`config.mk`:
```
export PLATFORM = sky130hd
export DESIGN_NAME = ifr_ram
export DESIGN_NICKNAME = d
export VERILOG_FILES = /design/src/rtl/ifr_ram.sv
export SDC_FILE = /design/constraint.sdc
export NUM_CORES = 1
export LEC_CHECK = 0
export ABC_AREA = 1
export BUFFER_PORTS_ARGS = -buffer_cell sky130_fd_sc_hd__buf_2
export CAP_MARGIN = 20
export CORE_MARGIN = 2
export CORE_UTILIZATION = 44
export CTS_CLUSTER_DIAMETER = 120
export DETAILED_ROUTE_END_ITERATION = 8
export MAX_ROUTING_LAYER = met4
export PLACE_DENSITY = 0.64
export SLEW_MARGIN = 20
export SYNTH_ARGS = -nofsm -noshare
export SYNTH_HDL_FRONTEND = slang
export SYNTH_SLANG_ARGS = --single-unit
```
`constraint.sdc`:
```
create_clock -name clk -period 1.15 [get_ports clk]
set_input_delay 0.115 -clock clk [delete_from_list [all_inputs] [get_ports clk]]
set_output_delay 0.115 -clock clk [all_outputs]
set_load 0.05 [all_outputs]
```
`src/rtl/ifr_ram.sv`:
```
// ============================================================================
// ifr_ram
// Generic single-write, single-read RAM with a registered read port.
// ============================================================================
`default_nettype none

module ifr_ram #(
  parameter int WIDTH = 8,
  parameter int DEPTH = 8,
  localparam int AW = (DEPTH > 1) ? $clog2(DEPTH) : 1
) (
  input  wire logic             clk,
  input  wire logic             we,
  input  wire logic [AW-1:0]    waddr,
  input  wire logic [WIDTH-1:0] wdata,
  input  wire logic [AW-1:0]    raddr,
  output logic      [WIDTH-1:0] rdata
);

  logic [WIDTH-1:0] mem [DEPTH];

  // Write port and registered read port.
  always_ff @(posedge clk) begin
    if (we) begin
      mem[waddr] <= wdata;
    end
    rdata <= mem[raddr];
  end

endmodule

`default_nettype wire

```
# --- After elaboration in Yosys (flattened, before gate mapping) ---
# Memory sizes are Yosys's and may differ from the RTL's. A register that Yosys moved wholly into a read port is not among the register bits.
# Cells that the tools add are included.
word_totals:
  regBits: 0
  ram_bits: 64
  input_bits: 16
  out_inout_bits: 8
  wordCells: 3
  memories: 1
classes:
  muxes: 2
mem_list:
  columns: ["memory", "depth", "width", "rd", "rd_ports_with_merged_regs", "wr", "line", "rtl"]
  rows:
  - ["mem", 8, 8, 1, 1, 1, "20", "logic [WIDTH-1:0] mem [DEPTH];"]
op_table:
  columns: ["cell", "count"]
  rows:
  - ["1-bit 2-to-1 mux", 2]

# --- Logic depth before layout (Yosys ltp) ---
# Gate-level depths: netlist of run 1.
logic_depth:
  word_depth: 2
  ltp_mapped: 8
  depth_no_buf: 6

# --- Worst setup path before layout of run 1 ---
# OpenSTA, ideal clock, no wires.
synth_path:
  path_kind: "input to register"
  startpoint: "input port waddr[0]"
  endpoint: "memory mem[0][0] (enable)"
  setup_ns: 0.370
  arrival_ns: 0.620
  required_time_ns: 0.780
  path_slack_ns: 0.160
  cell_stages: 3
  n_path_buf: 0
  path_cell_list: "inv_1 -> nand2_1 -> nor2_1"
synth_lines:
  columns: ["item", "line", "rtl"]
  rows:
  - ["from (decl)", "14", "input wire logic [AW-1:0] waddr,"]
  - ["to (decl)", "20", null]
# No word-level cell before the write port.

# --- Worst setup path after layout of run 1 ---
layout_path:
  startpoint: "register rdata[2], read port of mem"
  endpoint: "output port rdata[2]"
layout_lines:
  columns: ["item", "line", "rtl"]
  rows:
  - ["from (decl)", "17", "output logic [WIDTH-1:0] rdata"]
# No word-level cell between the ends.

==> results of run 1 <==
metal layers:
layer / wire [um] / GRT usage [%] / vias to the layer above
met3: 309 / 3.51 / 13
met4: 146 / 9.37 / 0
li1: - / - / 996
met2: 2870 / 27.6 / 49
met1: 2400 / 20.5 / 905
met5: 0 / - / -
through the flow:
stage	instance area (sq um)	setup WS (ps)	std cells
global placement	3250	160	406
floorplan	3050	160	303
global route	3430	37.3	422
detailed placement	3250	127	406
finish	3430	82.6	422
CTS	3430	59.6	422
flip-flops by register name (all words and copies together) (netlist names):
| signal | cells |
|---|---|
| mem | 64 |
| rdata | 8 |
layout by cell type, fill, tap and decap left out, drive strengths merged:
| cell type | instances |
|---|---|
| buf | 34 |
| bufinv | 1 |
| clkbuf | 10 |
| clkinv | 5 |
| dfxtp | 8 |
| edfxtp | 64 |
| inv | 70 |
| nand2 | 110 |
| nand3 | 32 |
| nor2 | 8 |
cell type report:
class | count | area [sq um] | share of cell area, %
Clock buffer | 10 | 128 | 3.73
Inverter | 70 | 265 | 7.74
Multi-Input combinational cell | 150 | 603 | 17.6
Tap cell | 80 | 100 | 2.92
Clock inverter | 6 | 50.0 | 1.46
Sequential cell | 72 | 2080 | 60.8
Timing Repair Buffer | 34 | 198 | 5.77
logic make-up after synthesis:
family        count (synthesis)  synth area share [%]
simple gates                150                  19.8
buf+inv                      81                  12.0
flops                        72                  68.3
power by group through the flow:
stage	Clock (mW)	Combinational (mW)	Sequential, mW
CTS	1.86	0.481	2.98
global route	1.97	0.523	2.98
detailed placement	0	0.478	3.03
finish	1.82	0.473	2.98
floorplan	0	0.233	3.13
global placement	0	0.473	3.03
cell usage after synthesis:
| cell | count | area, sq um |
|---|---|---|
| buf_2 | 2 | 10.0 |
| buf_4 | 3 | 22.5 |
| buf_6 | 6 | 67.6 |
| dfxtp_1 | 8 | 160 |
| edfxtp_1 | 64 | 1920 |
| inv_1 | 68 | 255 |
| inv_2 | 1 | 3.75 |
| inv_4 | 1 | 6.26 |
| nand2_1 | 110 | 413 |
| nand3_1 | 32 | 160 |
| nor2_1 | 8 | 30.0 |
worst paths after layout:
| kind | startpoint | endpoint | cells after the start |
|---|---|---|---|
| worst min-delay path | wdata[4] | mem[5][4]$_DFFE_PP_ | 1 |
| worst min register to register | mem[0][5]$_DFFE_PP_ | rdata[5]$_DFF_P_ | 6 |
| worst max-delay path | rdata[2]$_DFF_P_ | rdata[2] | 1 |
| worst max register to register | mem[0][3]$_DFFE_PP_ | rdata[3]$_DFF_P_ | 6 |
worst register-to-register path: cells and delay by family, from the launching register on:
| family | cells | cell delay, ps |
|---|---|---|
| buf+inv | 1 | 70 |
| flops | 1 | 380 |
| simple gates | 5 | 300 |
==> impl_metrics.csv, run 1 <==
group,metric,value,unit
worst_setup_path,path_class,"register to output pin",
cells_and_area,final_util,50.7,%
global_routing,grt_pass1_wl,9060,um
clocking,cts_sinks,72,
detailed_routing,drt_iter0_drc,162,
power_and_ir_drop,internal_power,4.05,mW
sta,min_period,1070,ps
logic_synthesis,syn_area,3050,sq um
worst_hold_path,hold_path.class,"input pin to register",
power_and_ir_drop,power_frac_seq,56.5,%
detailed_routing,ant_nets,0,
detailed_routing,drtPass1Iterations,4,
detailed_routing,drcViolationCount,0,
global_routing,grt_max_degree,33,
detailed_routing,wl_per_cell,13.6,um
logic_synthesis,syn_inst,303,
sta,slew_violations,0,
global_routing,grt_usage,17.2,%
logic_synthesis,synth-seq-cells,72,
sta,finalSetupTns,0,ps
sta,worst_slew_pin_slew,349,ps
clocking,path_clk_slew,70,ps
sta,max_clock_freq,0.937,GHz
clocking,cts_tree,"yes",
global_routing,grt_pass1_vias,1847,
sta,fin_crit_sh,92.8,%
power_and_ir_drop,leakage,1.63,nW
floorplanning,top_level_ports,24,
cells_and_area,areaGrowthSynthToFinish,12.3,%
sta,setup_viol,0,
power_and_ir_drop,clockPowerShare,34.5,%
floorplanning,fp.dieH,87.3,um
global_routing,antenna_found_initial,0,
clocking,clk_latency,340,ps
logic_synthesis,yosys_warnings,0,
sta,relSlewSlack,76.7,%
floorplanning,initial_core_util,45.1,%
worst_setup_path,end_kind,"output pin",
worst_setup_path,crit_path_cell_trace,"buf_2",
detailed_routing,wirelength,5730,um
cells_and_area,drive_above_1_share,13.7,%
place,gp_congestion,0.713,
power_and_ir_drop,p_per_area,1540,nW/um^2
clocking,cts-buffers-inserted,9,
worst_setup_path,cp.arrival,950,ps
logic_synthesis,syn_nets,319,
sta,rsz0062_at_grt,"no",
cells_and_area,fillers,620,
clocking,clockRootBuffer,"clkbuf_8",
clocking,clock_path_buffers,2,
power_and_ir_drop,p_comb_share,9.0,%
sta,skew,6.58,ps
detailed_routing,via_count,1963,
worst_setup_path,crit_slowest_cell,"dfxtp_1",
clocking,post_cts_buffers,0,
floorplanning,core-area,6760,sq um
worst_setup_path,start_kind,"register",
worst_setup_path,path_delay_family,"flip-flops",
place,portBuffers,23,
logic_synthesis,ys_types,11,
worst_setup_path,cp.required,1030,ps
cells_and_area,nets,353,
floorplanning,num_rows,30,
power_and_ir_drop,peakVddDrop,0.601,mV
logic_synthesis,ys_seq_area_share,68.3,%
sta,hold_viol,0,
cells_and_area,n_antenna_cell,0,
clocking,holdBufCountCts,0,
clocking,cts_resized,0,
place,dp_hpwl,3630,um
status,status,"complete, no violations",
floorplanning,die_width,87.3,um
global_routing,grt_overflow,0,
worst_setup_path,crit_fanout,1,
sta,fin_hold_ws,53.4,ps
floorplanning,fp.dieArea,7620,sq um
power_and_ir_drop,p_total,5.27,mW
power_and_ir_drop,p_sw,1.22,mW
logic_synthesis,postSynthAreaPerCell,10.1,sq um
run,drv_cap,0,
worst_setup_path,crit_buf_inv,1,
power_and_ir_drop,netSwitchingFraction,23.1,%
worst_setup_path,cpPeakStageDelay,340,ps
clocking,htree_levels,3,
detailed_routing,viasPerCell,4.65,
worst_setup_path,reg2reg_slack,290,ps
Power figures use the tool's default switching activity.
==> run 2, diff against run 1 <==
--- a/config.mk
+++ b/config.mk
@@ -8,6 +8,7 @@
 export ABC_AREA = 1
 export BUFFER_PORTS_ARGS = -buffer_cell sky130_fd_sc_hd__buf_2
 export CAP_MARGIN = 20
+export CORE_ASPECT_RATIO = 0.9
 export CORE_MARGIN = 2
 export CORE_UTILIZATION = 44
 export CTS_CLUSTER_DIAMETER = 120
==> impl_metrics.csv, run 2 (synthesis gave the netlist of run 1 again) <==
group,metric,value,unit
status,status,"complete, no violations",
floorplanning,initial_core_util,45.8,%
worst_setup_path,start_kind,"register",
detailed_routing,viasPerCell,4.54,
clocking,cts-buffers-inserted,9,
global_routing,antenna_found_initial,0,
floorplanning,fp.dieH,83.0,um
global_routing,grt_pass1_wl,9070,um
cells_and_area,largest-register,"mem",
power_and_ir_drop,p_per_area,1460,nW/um^2
cells_and_area,mostFrequentLayoutCells,"110 x nand2_1, 68 x inv_1, 64 x edfxtp_1",
global_routing,grt_pass1_vias,1882,
sta,hold_viol,0,
worst_setup_path,path_delay_family,"flip-flops",
sta,skew,5.88,ps
place,dp_hpwl,3720,um
cells_and_area,areaGrowthSynthToFinish,13.2,%
clocking,holdBufCountCts,0,
sta,slew_violations,0,
clocking,post_cts_buffers,0,
worst_setup_path,end_kind,"output pin",
clocking,path_clk_slew,60,ps
cells_and_area,n_antenna_cell,0,
worst_setup_path,reg2reg_slack,300,ps
worst_hold_path,hold_path.class,"input pin to register",
power_and_ir_drop,p_total,5.06,mW
sta,relSlewSlack,77.4,%
cells_and_area,final_common_cell,"nand2_1",
detailed_routing,drtPass1Iterations,4,
cells_and_area,largest_reg_flops,64,
global_routing,grt_max_degree,33,
worst_setup_path,crit_slowest_cell,"dfxtp_1",
detailed_routing,drt_iter0_drc,149,
floorplanning,top_level_ports,24,
worst_setup_path,cp.arrival,890,ps
sta,finalSetupTns,0,ps
place,place_inst,421,
clocking,clk_latency,330,ps
clocking,cts_sinks,72,
worst_setup_path,cpPeakStageDelay,310,ps
sta,rsz0062_at_grt,"no",
detailed_routing,ant_nets,0,
place,portBuffers,23,
cells_and_area,nets,358,
floorplanning,die_width,91.8,um
worst_setup_path,cp.required,1030,ps
cells_and_area,drive_above_1_share,14.7,%
sta,min_period,1010,ps
detailed_routing,via_count,1978,
clocking,cts_resized,0,
worst_setup_path,crit_fanout,1,
worst_setup_path,path_class,"register to output pin",
power_and_ir_drop,leakage,1.64,nW
detailed_routing,wirelength,5430,um
floorplanning,core-area,6660,sq um
floorplanning,fp.dieArea,7620,sq um
clocking,htree_levels,3,
sta,setup_viol,0,
clocking,clockRootBuffer,"clkbuf_8",
global_routing,grt_overflow,0,
sta,max_clock_freq,0.994,GHz
clocking,clock_path_buffers,2,
worst_setup_path,crit_buf_inv,1,
place,gp_congestion,0.788,
worst_setup_path,crit_path_cell_trace,"buf_2",
sta,worst_slew_pin_slew,338,ps
sta,fin_crit_sh,87.5,%
power_and_ir_drop,peakVddDrop,0.775,mV
cells_and_area,fin_cells,436,
detailed_routing,drcViolationCount,0,
global_routing,grt_usage,16.4,%
floorplanning,num_rows,28,
clocking,cts_tree,"yes",
run,drv_cap,0,
detailed_routing,wl_per_cell,12.4,um
cells_and_area,reg_top3,"mem x64, rdata x8",
run 2: routing by layer:
| metal | vias to the layer above | track usage (%) | wire length, um |
|---|---|---|---|
| li1 | 1008 | - | - |
| met1 | 923 | 20.7 | 2570 |
| met2 | 45 | 25.4 | 2550 |
| met3 | 2 | 5.63 | 292 |
| met4 | 0 | 4.48 | 18 |
| met5 | - | - | 0 |
run 2: path summary, 6_finish.rpt:
check / from / end / cells after the start
hold reg to reg: mem[0][0]$_DFFE_PP_ / rdata[0]$_DFF_P_ / 6
hold / removal: wdata[5] / mem[4][5]$_DFFE_PP_ / 1
setup / recovery: rdata[4]$_DFF_P_ / rdata[4] / 1
setup reg to reg: mem[1][6]$_DFFE_PP_ / rdata[6]$_DFF_P_ / 6
run 2: cell type report:
cell class | instances | area [sq um]
clock inverters | 2 | 7.51
inverters | 70 | 265
flip-flops and latches | 72 | 2080
multi-input cells | 150 | 603
fillers | 607 | 3200
clock buffers | 13 | 149
well taps | 90 | 113
repair buffers | 39 | 235
run 2: report_power, final:
group	total, mW	switching (mW)	internal (mW)
Sequential	2.97	0.0207	2.95
Clock	1.61	0.792	0.818
Combinational	0.475	0.340	0.135
Total	5.06	1.15	3.90
run 2: per-stage QoR:
stage	instance area (sq um)	utilization, %	hold WS, ps	setup WS (ps)
after floorplan	3050	-	214	160
after global placement	3300	49.5	391	117
after detailed placement	3300	49.5	399	104
after CTS	3450	51.9	42.9	128
after global routing	3450	51.9	61.3	101
final	3450	51.9	58.6	144
